File: config.mk
export PLATFORM = sky130hd
export DESIGN_NAME = credit_gated_periodic_trigger_core
export DESIGN_NICKNAME = d
export VERILOG_FILES = /design/src/hw/rtl/cgpt_pkg.sv /design/src/hw/rtl/credit_gated_periodic_trigger_core.sv /design/src/hw/rtl/cgpt_alu.sv /design/src/hw/rtl/cgpt_div.sv
export SDC_FILE = /design/constraint.sdc
export NUM_CORES = 2
export LEC_CHECK = 0
export BUFFER_PORTS_ARGS = -buffer_cell sky130_fd_sc_hd__buf_2
export CAP_MARGIN = 10
export CELL_PAD_IN_SITES_DETAIL_PLACEMENT = 0
export CELL_PAD_IN_SITES_GLOBAL_PLACEMENT = 2
export CORE_UTILIZATION = 35
export CTS_BUF_LIST = sky130_fd_sc_hd__clkbuf_4 sky130_fd_sc_hd__clkbuf_8
export DETAILED_ROUTE_END_ITERATION = 16
export PLACE_DENSITY = 0.81
export SETUP_SLACK_MARGIN = 0.2
export SYNTH_ARGS = -nofsm -noshare
export SYNTH_HDL_FRONTEND = slang
export SYNTH_SLANG_ARGS = --single-unit
File: constraint.sdc
create_clock -name clk -period 20.8 [get_ports clk]
set_clock_uncertainty 0.05 [all_clocks]
set_input_delay 2.08 -clock clk [delete_from_list [all_inputs] [get_ports clk]]
set_output_delay 2.08 -clock clk [all_outputs]
set_load 0.02 [all_outputs]
File: src/hw/rtl/cgpt_pkg.sv
package cgpt_pkg;

  localparam int TIME_W   = 64;
  localparam int WORD_W   = 32;
  localparam int COUNT_W  = 5;
  localparam int DIV_STEPS = TIME_W;
  localparam int DIV_CNT_W = $clog2(DIV_STEPS);

  localparam logic [COUNT_W-1:0] MAX_EMIT = 5'd16;

  // Opcodes of the input item.
  localparam logic [2:0] OP_TIME    = 3'd0;
  localparam logic [2:0] OP_INHIBIT = 3'd1;
  localparam logic [2:0] OP_TOKEN   = 3'd2;
  localparam logic [2:0] OP_START   = 3'd3;
  localparam logic [2:0] OP_PAUSE   = 3'd4;
  localparam logic [2:0] OP_RESUME  = 3'd5;
  localparam logic [2:0] OP_STOP    = 3'd6;

  // Configuration register indexes.
  localparam logic [2:0] REG_INTERVAL  = 3'd0;
  localparam logic [2:0] REG_OFFSET    = 3'd1;
  localparam logic [2:0] REG_DELAY     = 3'd2;
  localparam logic [2:0] REG_LEAD      = 3'd3;
  localparam logic [2:0] REG_REPEAT    = 3'd4;
  localparam logic [2:0] REG_BURST     = 3'd5;
  localparam logic [2:0] REG_CREDITS   = 3'd6;
  localparam logic [2:0] REG_CREDIT_EN = 3'd7;

  // Operands for the shared 64-bit adder.
  typedef struct packed {
    logic [TIME_W-1:0] a;
    logic [TIME_W-1:0] b;
    logic              sub;
  } alu_req_t;

  typedef struct packed {
    logic [TIME_W-1:0] y;
    logic              cout;
  } alu_rsp_t;

endpackage

File: src/hw/rtl/credit_gated_periodic_trigger_core.sv
// Channel   Direction  Transaction
// s_*       in         one command: time, inhibit, token, start, pause, resume or stop
// m_*       out        one trigger decision; tlast marks the last one of a command
// cfg_*     in         one register write, taken at every edge with cfg_we high
//
// Control commands, and time items while stopped, finish in the idle state.
// A time item adds the delay and compares; a slot not due ends there, an ungranted one
// advances the slot, and a granted one first emits its results; a stop burst only emits.
// The first time item of a run waits on the divider, then takes 3 adder steps.
// A stalled m_tready holds the sequencer; s_tready is low while a command is in work.
// Reset is synchronous and brings the block up stopped and paused.
module credit_gated_periodic_trigger_core
  import cgpt_pkg::*;
(
  input  logic         clk,
  input  logic         rst,
  input  logic         s_tvalid,
  output logic         s_tready,
  input  logic [103:0] s_tdata,  // time_now[63:0], busy_req[64], run_id[96:65], zero fill
  input  logic [2:0]   s_tuser,  // opcode[2:0]
  output logic         m_tvalid,
  input  logic         m_tready,
  output logic [191:0] m_tdata,  // trigger_id[31:0], trigger_time[95:32],
                                 // window_start[159:96], run_out[191:160]
  output logic [0:0]   m_tuser,  // is_burst[0]
  output logic         m_tlast,  // last
  input  logic         cfg_we,
  input  logic [2:0]   cfg_addr,
  input  logic [31:0]  cfg_wdata
);

  localparam logic [3:0] S_IDLE   = 4'd0;
  localparam logic [3:0] S_DIV    = 4'd1;
  localparam logic [3:0] S_SUBR   = 4'd2;
  localparam logic [3:0] S_ADDIV  = 4'd3;
  localparam logic [3:0] S_ADDOFS = 4'd4;
  localparam logic [3:0] S_DLY    = 4'd5;
  localparam logic [3:0] S_CMP    = 4'd6;
  localparam logic [3:0] S_WIN    = 4'd7;
  localparam logic [3:0] S_EMIT   = 4'd8;
  localparam logic [3:0] S_ADV    = 4'd9;

  // Configuration registers.
  logic [WORD_W-1:0]  interval_ticks;
  logic [WORD_W-1:0]  slot_offset;
  logic [WORD_W-1:0]  send_delay;
  logic [WORD_W-1:0]  window_lead;
  logic [COUNT_W-1:0] repeat_count;
  logic [COUNT_W-1:0] stop_burst;
  logic [15:0]        initial_credits;
  logic               credit_enable;

  // Run state.
  logic [3:0]         state;
  logic               running;
  logic               paused;
  logic               inhibited;
  logic               slot_valid;
  logic [TIME_W-1:0]  slot;
  logic [WORD_W-1:0]  credits;
  logic [WORD_W-1:0]  last_id;
  logic [WORD_W-1:0]  current_run;

  // Work registers of one command.
  logic [TIME_W-1:0]  t_reg;
  logic [TIME_W-1:0]  dl;
  logic [TIME_W-1:0]  win;
  logic [COUNT_W-1:0] emit_cnt;
  logic [COUNT_W-2:0] emit_k;
  logic               emit_burst;

  logic [TIME_W-1:0]  time_now;
  logic               busy_req;
  logic [WORD_W-1:0]  run_id;
  logic [2:0]         opcode;
  logic               accept;
  logic [WORD_W-1:0]  iv_eff;
  logic               have_credit;
  logic               grant;
  logic [COUNT_W-1:0] rep_clamp;
  logic [COUNT_W-1:0] burst_clamp;
  logic               load_out;
  logic               emit_last;
  logic [WORD_W-1:0]  next_id;

  logic               div_start;
  logic               div_done;
  logic [WORD_W-1:0]  div_rem;
  alu_req_t           alu_req;
  alu_rsp_t           alu_rsp;

  assign time_now = s_tdata[63:0];
  assign busy_req = s_tdata[64];
  assign run_id   = s_tdata[96:65];
  assign opcode   = s_tuser;

  assign s_tready = (state == S_IDLE);
  assign accept   = s_tvalid && s_tready;

  assign iv_eff      = (interval_ticks == '0) ? WORD_W'(1) : interval_ticks;
  assign have_credit = credit_enable ? (!credits[WORD_W-1] && credits != '0) : 1'b1;
  assign grant       = !inhibited && !paused && have_credit;
  assign rep_clamp   = (repeat_count > MAX_EMIT) ? MAX_EMIT : repeat_count;
  assign burst_clamp = (stop_burst > MAX_EMIT) ? MAX_EMIT : stop_burst;

  assign load_out  = (state == S_EMIT) && (!m_tvalid || m_tready);
  assign emit_last = ({1'b0, emit_k} + 1'b1) == emit_cnt;
  assign next_id   = last_id + 1'b1;

  assign div_start = accept && opcode == OP_TIME && running && !slot_valid;

  cgpt_div u_div (
    .clk       (clk),
    .rst       (rst),
    .start     (div_start),
    .dividend  (time_now),
    .divisor   (iv_eff),
    .done      (div_done),
    .remainder (div_rem)
  );

  always_comb begin
    alu_req = '0;
    case (state)
      S_SUBR: begin
        alu_req.a   = t_reg;
        alu_req.b   = {{(TIME_W-WORD_W){1'b0}}, div_rem};
        alu_req.sub = 1'b1;
      end
      S_ADDIV, S_ADV: begin
        alu_req.a = slot;
        alu_req.b = {{(TIME_W-WORD_W){1'b0}}, iv_eff};
      end
      S_ADDOFS: begin
        alu_req.a = slot;
        alu_req.b = {{(TIME_W-WORD_W){1'b0}}, slot_offset};
      end
      S_DLY: begin
        alu_req.a = slot;
        alu_req.b = {{(TIME_W-WORD_W){1'b0}}, send_delay};
      end
      S_CMP: begin
        alu_req.a   = t_reg;
        alu_req.b   = dl;
        alu_req.sub = 1'b1;
      end
      S_WIN: begin
        alu_req.a   = slot;
        alu_req.b   = {{(TIME_W-WORD_W){1'b0}}, window_lead};
        alu_req.sub = 1'b1;
      end
      default: begin
        alu_req = '0;
      end
    endcase
  end

  cgpt_alu u_alu (
    .req (alu_req),
    .rsp (alu_rsp)
  );

  always_ff @(posedge clk) begin
    if (rst) begin
      interval_ticks  <= 32'd1000;
      slot_offset     <= '0;
      send_delay      <= '0;
      window_lead     <= '0;
      repeat_count    <= 5'd1;
      stop_burst      <= '0;
      initial_credits <= '0;
      credit_enable   <= 1'b1;
    end else if (cfg_we) begin
      case (cfg_addr)
        REG_INTERVAL:  interval_ticks  <= cfg_wdata;
        REG_OFFSET:    slot_offset     <= cfg_wdata;
        REG_DELAY:     send_delay      <= cfg_wdata;
        REG_LEAD:      window_lead     <= cfg_wdata;
        REG_REPEAT:    repeat_count    <= cfg_wdata[COUNT_W-1:0];
        REG_BURST:     stop_burst      <= cfg_wdata[COUNT_W-1:0];
        REG_CREDITS:   initial_credits <= cfg_wdata[15:0];
        REG_CREDIT_EN: credit_enable   <= cfg_wdata[0];
        default: begin
        end
      endcase
    end
  end

  always_ff @(posedge clk) begin
    if (rst) begin
      state       <= S_IDLE;
      running     <= 1'b0;
      paused      <= 1'b1;
      inhibited   <= 1'b0;
      slot_valid  <= 1'b0;
      slot        <= '0;
      credits     <= '0;
      last_id     <= '0;
      current_run <= '0;
      emit_k      <= '0;
      emit_cnt    <= '0;
      emit_burst  <= 1'b0;
      m_tvalid    <= 1'b0;
    end else begin
      if (m_tready && !load_out) begin
        m_tvalid <= 1'b0;
      end
      case (state)
        S_IDLE: begin
          if (accept) begin
            t_reg  <= time_now;
            emit_k <= '0;
            case (opcode)
              OP_TIME: begin
                if (running) begin
                  state <= slot_valid ? S_DLY : S_DIV;
                end
              end
              OP_INHIBIT: begin
                if (running) begin
                  inhibited <= busy_req;
                end
              end
              OP_TOKEN: begin
                if (running && run_id == current_run) begin
                  credits <= credits + 1'b1;
                end
              end
              OP_START: begin
                current_run <= run_id;
                paused      <= 1'b1;
                inhibited   <= 1'b0;
                running     <= 1'b1;
                credits     <= {16'd0, initial_credits};
                last_id     <= '0;
                slot_valid  <= 1'b0;
              end
              OP_PAUSE:  paused <= 1'b1;
              OP_RESUME: paused <= 1'b0;
              OP_STOP: begin
                if (running) begin
                  running    <= 1'b0;
                  slot_valid <= 1'b0;
                  if (slot_valid && stop_burst != '0) begin
                    emit_cnt   <= burst_clamp;
                    emit_burst <= 1'b1;
                    state      <= S_WIN;
                  end
                end
              end
              default: begin
              end
            endcase
          end
        end
        S_DIV: begin
          if (div_done) begin
            state <= S_SUBR;
          end
        end
        S_SUBR: begin
          slot  <= alu_rsp.y;
          state <= S_ADDIV;
        end
        S_ADDIV: begin
          slot  <= alu_rsp.y;
          state <= S_ADDOFS;
        end
        S_ADDOFS: begin
          slot       <= alu_rsp.y;
          slot_valid <= 1'b1;
          state      <= S_DLY;
        end
        S_DLY: begin
          dl    <= alu_rsp.y;
          state <= S_CMP;
        end
        S_CMP: begin
          // A carry out of the subtract means the time has reached slot plus delay.
          if (!alu_rsp.cout) begin
            state <= S_IDLE;
          end else if (grant && repeat_count != '0) begin
            emit_cnt   <= rep_clamp;
            emit_burst <= 1'b0;
            state      <= S_WIN;
          end else begin
            state <= S_ADV;
          end
        end
        S_WIN: begin
          win   <= alu_rsp.y;
          state <= S_EMIT;
        end
        S_EMIT: begin
          if (load_out) begin
            m_tvalid <= 1'b1;
            last_id  <= next_id;
            emit_k   <= emit_k + 1'b1;
            if (!emit_burst) begin
              credits <= credits - 1'b1;
            end
            if (emit_last) begin
              state <= emit_burst ? S_IDLE : S_ADV;
            end
          end
        end
        S_ADV: begin
          slot  <= alu_rsp.y;
          state <= S_IDLE;
        end
        default: begin
          state <= S_IDLE;
        end
      endcase
    end
  end

  always_ff @(posedge clk) begin
    if (load_out) begin
      m_tdata <= {current_run, win, slot, next_id};
      m_tuser <= emit_burst;
      m_tlast <= emit_last;
    end
  end

  // The divider finishes only while the sequencer waits for it.
  assert property (@(posedge clk) disable iff (rst) div_done |-> state == S_DIV)
    else $error("divider finished outside its wait state");

  // The result counter never runs past the count of the batch.
  assert property (@(posedge clk) disable iff (rst)
    state == S_EMIT |-> ({1'b0, emit_k} < emit_cnt))
    else $error("result counter overran its batch");

  // Slot decisions keep a valid slot; a stop burst only follows the end of a run.
  assert property (@(posedge clk) disable iff (rst)
    (state == S_EMIT && !emit_burst) |-> slot_valid)
    else $error("slot decision without a valid slot");

  assert property (@(posedge clk) disable iff (rst)
    (state == S_EMIT && emit_burst) |-> (!running && !slot_valid))
    else $error("stop burst while the run is still active");

endmodule

File: src/hw/rtl/cgpt_alu.sv
module cgpt_alu
  import cgpt_pkg::*;
(
  input  alu_req_t req,
  output alu_rsp_t rsp
);

  logic [TIME_W-1:0] b_eff;
  logic [TIME_W:0]   sum;

  // For a subtract, a carry out of one means a >= b.
  assign b_eff = req.sub ? ~req.b : req.b;
  assign sum   = {1'b0, req.a} + {1'b0, b_eff} + {{TIME_W{1'b0}}, req.sub};
  assign rsp.y    = sum[TIME_W-1:0];
  assign rsp.cout = sum[TIME_W];

endmodule

File: src/hw/rtl/cgpt_div.sv
module cgpt_div
  import cgpt_pkg::*;
(
  input  logic              clk,
  input  logic              rst,
  input  logic              start,
  input  logic [TIME_W-1:0] dividend,
  input  logic [WORD_W-1:0] divisor,
  output logic              done,
  output logic [WORD_W-1:0] remainder
);

  logic                       busy;
  logic [DIV_CNT_W-1:0]       cnt;
  logic [TIME_W-1:0]          dvd;
  logic [WORD_W-1:0]          dsr;
  logic [WORD_W-1:0]          rem;
  logic [WORD_W:0]            shifted;
  logic                       ge;
  logic [WORD_W:0]            diff;

  // Restoring division, one quotient bit per cycle; only the remainder is kept.
  assign shifted   = {rem, dvd[TIME_W-1]};
  assign ge        = shifted >= {1'b0, dsr};
  assign diff      = shifted - {1'b0, dsr};
  assign remainder = rem;

  always_ff @(posedge clk) begin
    if (rst) begin
      busy <= 1'b0;
      done <= 1'b0;
      cnt  <= '0;
    end else begin
      done <= 1'b0;
      if (start) begin
        busy <= 1'b1;
        cnt  <= '0;
      end else if (busy) begin
        cnt <= cnt + 1'b1;
        if (cnt == DIV_CNT_W'(DIV_STEPS - 1)) begin
          busy <= 1'b0;
          done <= 1'b1;
        end
      end
    end
  end

  always_ff @(posedge clk) begin
    if (start) begin
      dvd <= dividend;
      dsr <= divisor;
      rem <= '0;
    end else if (busy) begin
      dvd <= {dvd[TIME_W-2:0], 1'b0};
      rem <= ge ? diff[WORD_W-1:0] : shifted[WORD_W-1:0];
    end
  end

endmodule

After elaboration in Yosys (flattened, before gate mapping)
Index checks and enable logic that the tools add are counted.
- bits in registers: 856
- latch bits: 0
- RAM bits: 0
- bits in read-only memories: 0
- input bits: 147
- output and inout bits: 196
- word-level logic and storage cells: 217
- memories: 0
- add/sub/neg operators: 9
- multipliers: 0
- divide/modulo/power cells: 0
- magnitude comparators: 3
- eq/ne operators: 44
- shifts and indexed selects: 0
- mux-type cells: 65
- bitwise logic cells: 3
- reduce and logical (&&, ||, !) cells: 60
- operators by type and width (cell ; count):
    128-bit one-hot mux with 6 select lines ; 1
    32-bit two-way mux ; 9
    64-bit two-way mux ; 3
    32-bit one-hot mux with 2 select lines ; 3
    64-bit by 64-bit adder with 65-bit output ; 1
    65-bit by 1-bit adder with 65-bit output ; 1
    32-bit by 1-bit adder with 32-bit output (second input constant) ; 2
    64-bit inverter ; 1
    4-bit two-way mux ; 12
    5-bit two-way mux ; 8
    4-bit one-hot mux with 9 select lines ; 1
    33-bit by 32-bit >= comparator with 1-bit output ; 1
    32-bit equality test ; 1
    32-bit logical NOT ; 1
    32-bit nonzero test ; 1
    32-bit by 1-bit subtractor with 32-bit output (second input constant) ; 1
    32-bit subtractor ; 1
    3-bit equality test (second input constant) ; 7
    2-bit AND reduction ; 10
    1-bit two-way mux ; 18
    4-bit by 3-bit equality test with 1-bit output (second input constant) ; 4
    4-bit one-hot mux with 2 select lines ; 2
    3-bit AND reduction ; 5
    2-bit by 1-bit != test with 1-bit output (second input constant) ; 7
    32 further kinds ; 83

Longest topological paths before layout
- depth after elaboration: 9
- depth in mapped cells: 22
- depth with buffers taken out: 18

Hierarchy
From an unflattened synthesis, not the netlist that was laid out.
- cells, all modules: 3958
- area, all modules: 40264.9 µm²
- by module, submodules not included (module ; instances ; cells each ; area each (µm²)):
    credit_gated_periodic_trigger_core ; 1 ; 2614 ; 28208.3
    cgpt_div ; 1 ; 668 ; 7394.6
    cgpt_alu ; 1 ; 676 ; 4662.0

Worst setup path after synthesis
OpenSTA, ideal clock, no wires.
- kind: input to register
- start point: in m_tready
- end point: reg last_id[15]
- library setup time: 0.088 ns
- arrival: 8.758 ns
- slack: 11.905 ns
- cell stages on the path: 7
- buffers on the path: 2
- cell sequence: nand2b_1 -> nand2_1 -> clkbuf_1 -> inv_1 -> clkbuf_1 -> a22oi_1 -> nor2_1
- longest elaborated chain between the ends: 4
- ends and longest elaborated chain (element ; line ; source):
    start: declaration ; credit_gated_periodic_trigger_core.sv:22 ; input logic m_tready,
    1-bit logical OR ; credit_gated_periodic_trigger_core.sv:106 ; assign load_out = (state == S_EMIT) && (!m_tvalid || m_tready);
    1-bit logical AND ; credit_gated_periodic_trigger_core.sv:106 ;
    via load_out ; credit_gated_periodic_trigger_core.sv:82 ; logic load_out;
    2-bit != test (no line) ; - ;
    4-bit AND reduction (no line) ; - ;
    end signal: assignment ; credit_gated_periodic_trigger_core.sv:297 ; last_id <= next_id;
    end: declaration ; credit_gated_periodic_trigger_core.sv:61 ; logic [WORD_W-1:0] last_id;
The timed path passes the listed nets, and every way through them passes these cells.
A chain may end at the register's enable or synchronous reset.

Final worst setup path
- start point: reg state[1]
- end point: reg emit_cnt[0]
- longest elaborated chain between the ends: 9
- ends and longest elaborated chain (element ; line ; source):
    start: declaration ; credit_gated_periodic_trigger_core.sv:54 ; logic [3:0] state;
    start signal: assignment ; credit_gated_periodic_trigger_core.sv:216 ; state <= slot_valid ? S_DLY : S_DIV;
    start signal: assignment ; credit_gated_periodic_trigger_core.sv:303 ; state <= emit_burst ? S_IDLE : S_ADV;
    4-bit by 2-bit equality test with 1-bit output / 4-bit equality test (equally long branches) ; credit_gated_periodic_trigger_core.sv:124 ; case (state)
    2-bit OR reduction ; credit_gated_periodic_trigger_core.sv:124 ;
    128-bit one-hot mux with 6 select lines ; credit_gated_periodic_trigger_core.sv:124 ;
    64-bit inverter ; cgpt_alu.sv:12 ; assign b_eff = req.sub ? ~req.b : req.b;
    64-bit two-way mux ; cgpt_alu.sv:12 ;
    64-bit by 64-bit adder with 65-bit output ; cgpt_alu.sv:13 ; assign sum = {1'b0, req.a} + {1'b0, b_eff} + {{TIME_W{1'b0}}, req.sub};
    65-bit by 1-bit adder with 65-bit output ; cgpt_alu.sv:13 ;
    2-bit by 1-bit != test with 1-bit output (no line) ; - ;
    7-bit AND reduction (no line) ; - ;
    end signal: assignment ; credit_gated_periodic_trigger_core.sv:245 ; emit_cnt <= burst_clamp;
    end signal: assignment ; credit_gated_periodic_trigger_core.sv:283 ; emit_cnt <= rep_clamp;
    end: declaration ; credit_gated_periodic_trigger_core.sv:68 ; logic [COUNT_W-1:0] emit_cnt;
Parallel ways exist; a longest one is shown, timed or not.

==> run metrics <==
CTS H-tree depth=4; RePlAce Congestion=0.873; status=finished, final reports clean; post_cts resized=0; minimum clock period=6340 ps; worst min-delay path class=register to register; Clock Latency Late Sink=860 ps; Post-synth EDFFs=482; total grt overflow=0; Critical Path Sink Type=register; Highest Signal Layer=met5; mean post-synth cell area=9.89 sq um; Clock Power Share=46.8%; min-delay src=win[42]$_DFFE_PP_; CTS tree=yes; Inst Count DP=5660; layout net count=4565; Post-Synthesis Cells=4062; CTS Buffer Depth=3; worst rel slew slack=15.2%; Reg clk slew, reported paths=60 ps; Switching Share=23.6%; I/O Buffers=335; Die Ht=341 microns; arrival time at the worst endpoint=7040 ps; Synth Register Bits=856; family with the most delay on the worst path=compound AO/OA/AOI/OAI gates; Critical Path, Cell by Cell=nor2b_1 -> and2_2 -> buf_4 -> nand2_1 -> o21ai_0 -> a221o_1 -> a21oi_1 -> xnor2_1 -> ha_1 -> nand4_1 -> nor2_1 -> nand2_1 -> o31a_1 -> a311oi_1 -> o211ai_2 -> a21oi_1 -> o2111ai_2 -> a2111o_1 -> nand3_1; sequential area share after synthesis=54.7%; WL met2=57.0 mm; GR Util All Layers=21.0%; r2r startpoint=state[1]$_SDFFE_PP0P_; max FFs per register=192; IO Pins=343; Worst Max-Slew Pin Slew=1270 ps; Max Slew Vio Count=0; cts hold-fix bufs=0; DR vias=31600; vias in the first global route=30000; first-pass GRT wire length=188 mm; maximum number of pins on one net before global-route repair=184; Core Area=113000 sq um; initial antenna violation count=16; internal power=0.00288 W; Post-Syn Area=40200 sq um; clock sink count=856; Cell Rows=123; fmax=0.158 GHz; Setup violations, final=0; CTS Buf Count=153; Worst VDD drop=60.6 uV; die area=116000 sq um; WS Path Type=register to register; WL final=125 mm; RSZ-0062 raised after global routing=no; Yosys warnings=0; first drt pass iteration count=5; dpl hpwl=82.8 mm; share of power burned in registers=48.1%; Main synth FF type=edfxtp_1; Final TNS setup=0 ps; Finished Core Util=41.2%; fill count=11200; Post-Layout Cell Count=5957; Setup crit start=state[1]$_SDFFE_PP0P_; worst endpoint required time=21500 ps; Synth cell types=91; fin crit share=30.5%; Post-CTS Setup Bufs=0; initial core utilization=35.5%; Net Sw Power=0.000893 W; Fin. Hold Viols=0; DRC=0; Top reg by flops=m_tdata; vias per cell=5.31; drt wl/cell=21.0 microns; critical path fanouts, max=32; share of layout cells above drive strength 1=16.2%; CP peak stage delay=820 ps; pwr/cell area=81.0 nW/um^2; most common cell after layout, fill and taps aside=nand2_1; Initial DRC Count=2406; static leakage=18.3 nW; Detail Route Antenna Nets=0; met3 wire length=6.95 mm; Place WS=14540 ps; crit path buf inv count=1; area growth from synthesis to layout=16.0%; DRT met1 WL=58.5 mm; chip width=341 microns; highest-count cells in the layout ignoring fill and taps=nand2_1 (760), edfxtp_1 (482), a21oi_1 (434), dfxtp_1 (372), buf_2 (334); critical path's slowest cell=dfxtp_1; Synthesized Nets=4312; post-synthesis async set-or-reset flop share=0%; MaxCap Viol Count=0; final setup margin=14460 ps; Clock Tree Root=clkbuf_8; logic gate share of total power=5.1%; CP Launch Type=register; WHS=367 ps
[metrics by stage]
| step | power [W] | area [sq um] |
|---|---|---|
| floorplan | 0.00197 | 40200 |
| finish | 0.00378 | 46600 |
| global placement | 0.00204 | 43100 |
| global route | 0.00392 | 46600 |
| detailed placement | 0.00205 | 43100 |
| CTS | 0.00382 | 46600 |
[cell usage after synthesis, drive strengths merged, types with 15 or more instances]
library cell | number | share of area (%)
nor4 | 31 | 0.50
o21a | 20 | 0.37
nand3 | 88 | 1.1
nor3 | 70 | 0.95
a221o | 33 | 0.82
xnor2 | 107 | 2.3
clkbuf | 245 | 2.3
nor2 | 259 | 2.4
and2 | 23 | 0.36
buf | 35 | 0.39
a21oi | 434 | 5.4
or2 | 18 | 0.28
a21o | 53 | 0.99
o21bai | 19 | 0.35
or4 | 15 | 0.28
o21ai | 166 | 2.1
nand2b | 29 | 0.45
o31ai | 15 | 0.31
and3 | 33 | 0.51
ha | 101 | 3.1
dfxtp | 374 | 19
nand4 | 40 | 0.62
nand2 | 764 | 7.1
inv | 63 | 0.59
a211oi | 31 | 0.60
or3 | 26 | 0.40
nor2b | 24 | 0.37
a22oi | 27 | 0.50
xor2 | 82 | 1.8
mux2i | 91 | 2.3
edfxtp | 482 | 36
a31oi | 27 | 0.42
a22o | 66 | 1.4
o211ai | 19 | 0.37
[cells by family after synthesis]
| family | count (synthesis) | synth area share, % |
|---|---|---|
| simple gates | 1465 | 16.4 |
| compound gates | 1012 | 16.0 |
| flops | 856 | 54.7 |
| buf+inv | 343 | 3.27 |
| xor+xnor | 189 | 4.12 |
| fa+ha+maj | 103 | 3.24 |
| mux | 94 | 2.35 |
[metal layers]
| metal | track usage (%) | vias up |
|---|---|---|
| met5 | 0 | - |
| met4 | 6.33 | 2 |
| met3 | 3.48 | 168 |
| met2 | 32.9 | 930 |
| met1 | 29.8 | 15300 |
| li1 | - | 15200 |
[area by class of cell]
| class | instances | area (sq um) | share of cell area [%] |
|---|---|---|---|
| inverter | 63 | 246 | 0.529 |
| antenna | 13 | 32.5 | 0.0698 |
| tap | 1500 | 1880 | 4.03 |
| clock buffer | 236 | 2870 | 6.16 |
| multi-input combinational | 2863 | 17000 | 36.5 |
| sequential | 856 | 22000 | 47.1 |
| clock inverter | 48 | 574 | 1.23 |
| timing repair buffer | 378 | 2020 | 4.34 |
[path summary, 6_finish.rpt]
| kind | endpoint | slack, ps | depth (start not counted) |
|---|---|---|---|
| worst max-delay path | emit_cnt[0]$_SDFFE_PP0P_ | 14460 | 19 |
| worst min-delay path | m_tdata[138]$_DFFE_PP_ | 370 | 0 |
| worst max register to register | emit_cnt[0]$_SDFFE_PP0P_ | 14460 | 19 |
| worst min register to register | m_tdata[138]$_DFFE_PP_ | 370 | 0 |
[power groups by stage]
stage	clock network, W	logic (W)	registers [W]
after floorplan	0	0.000130	0.00184
after detailed placement	0	0.000194	0.00185
after global placement	0	0.000193	0.00185
after global routing	0.00189	0.000216	0.00182
after CTS	0.00181	0.000195	0.00182
final	0.00177	0.000194	0.00182
Power figures use the tool's default switching activity.
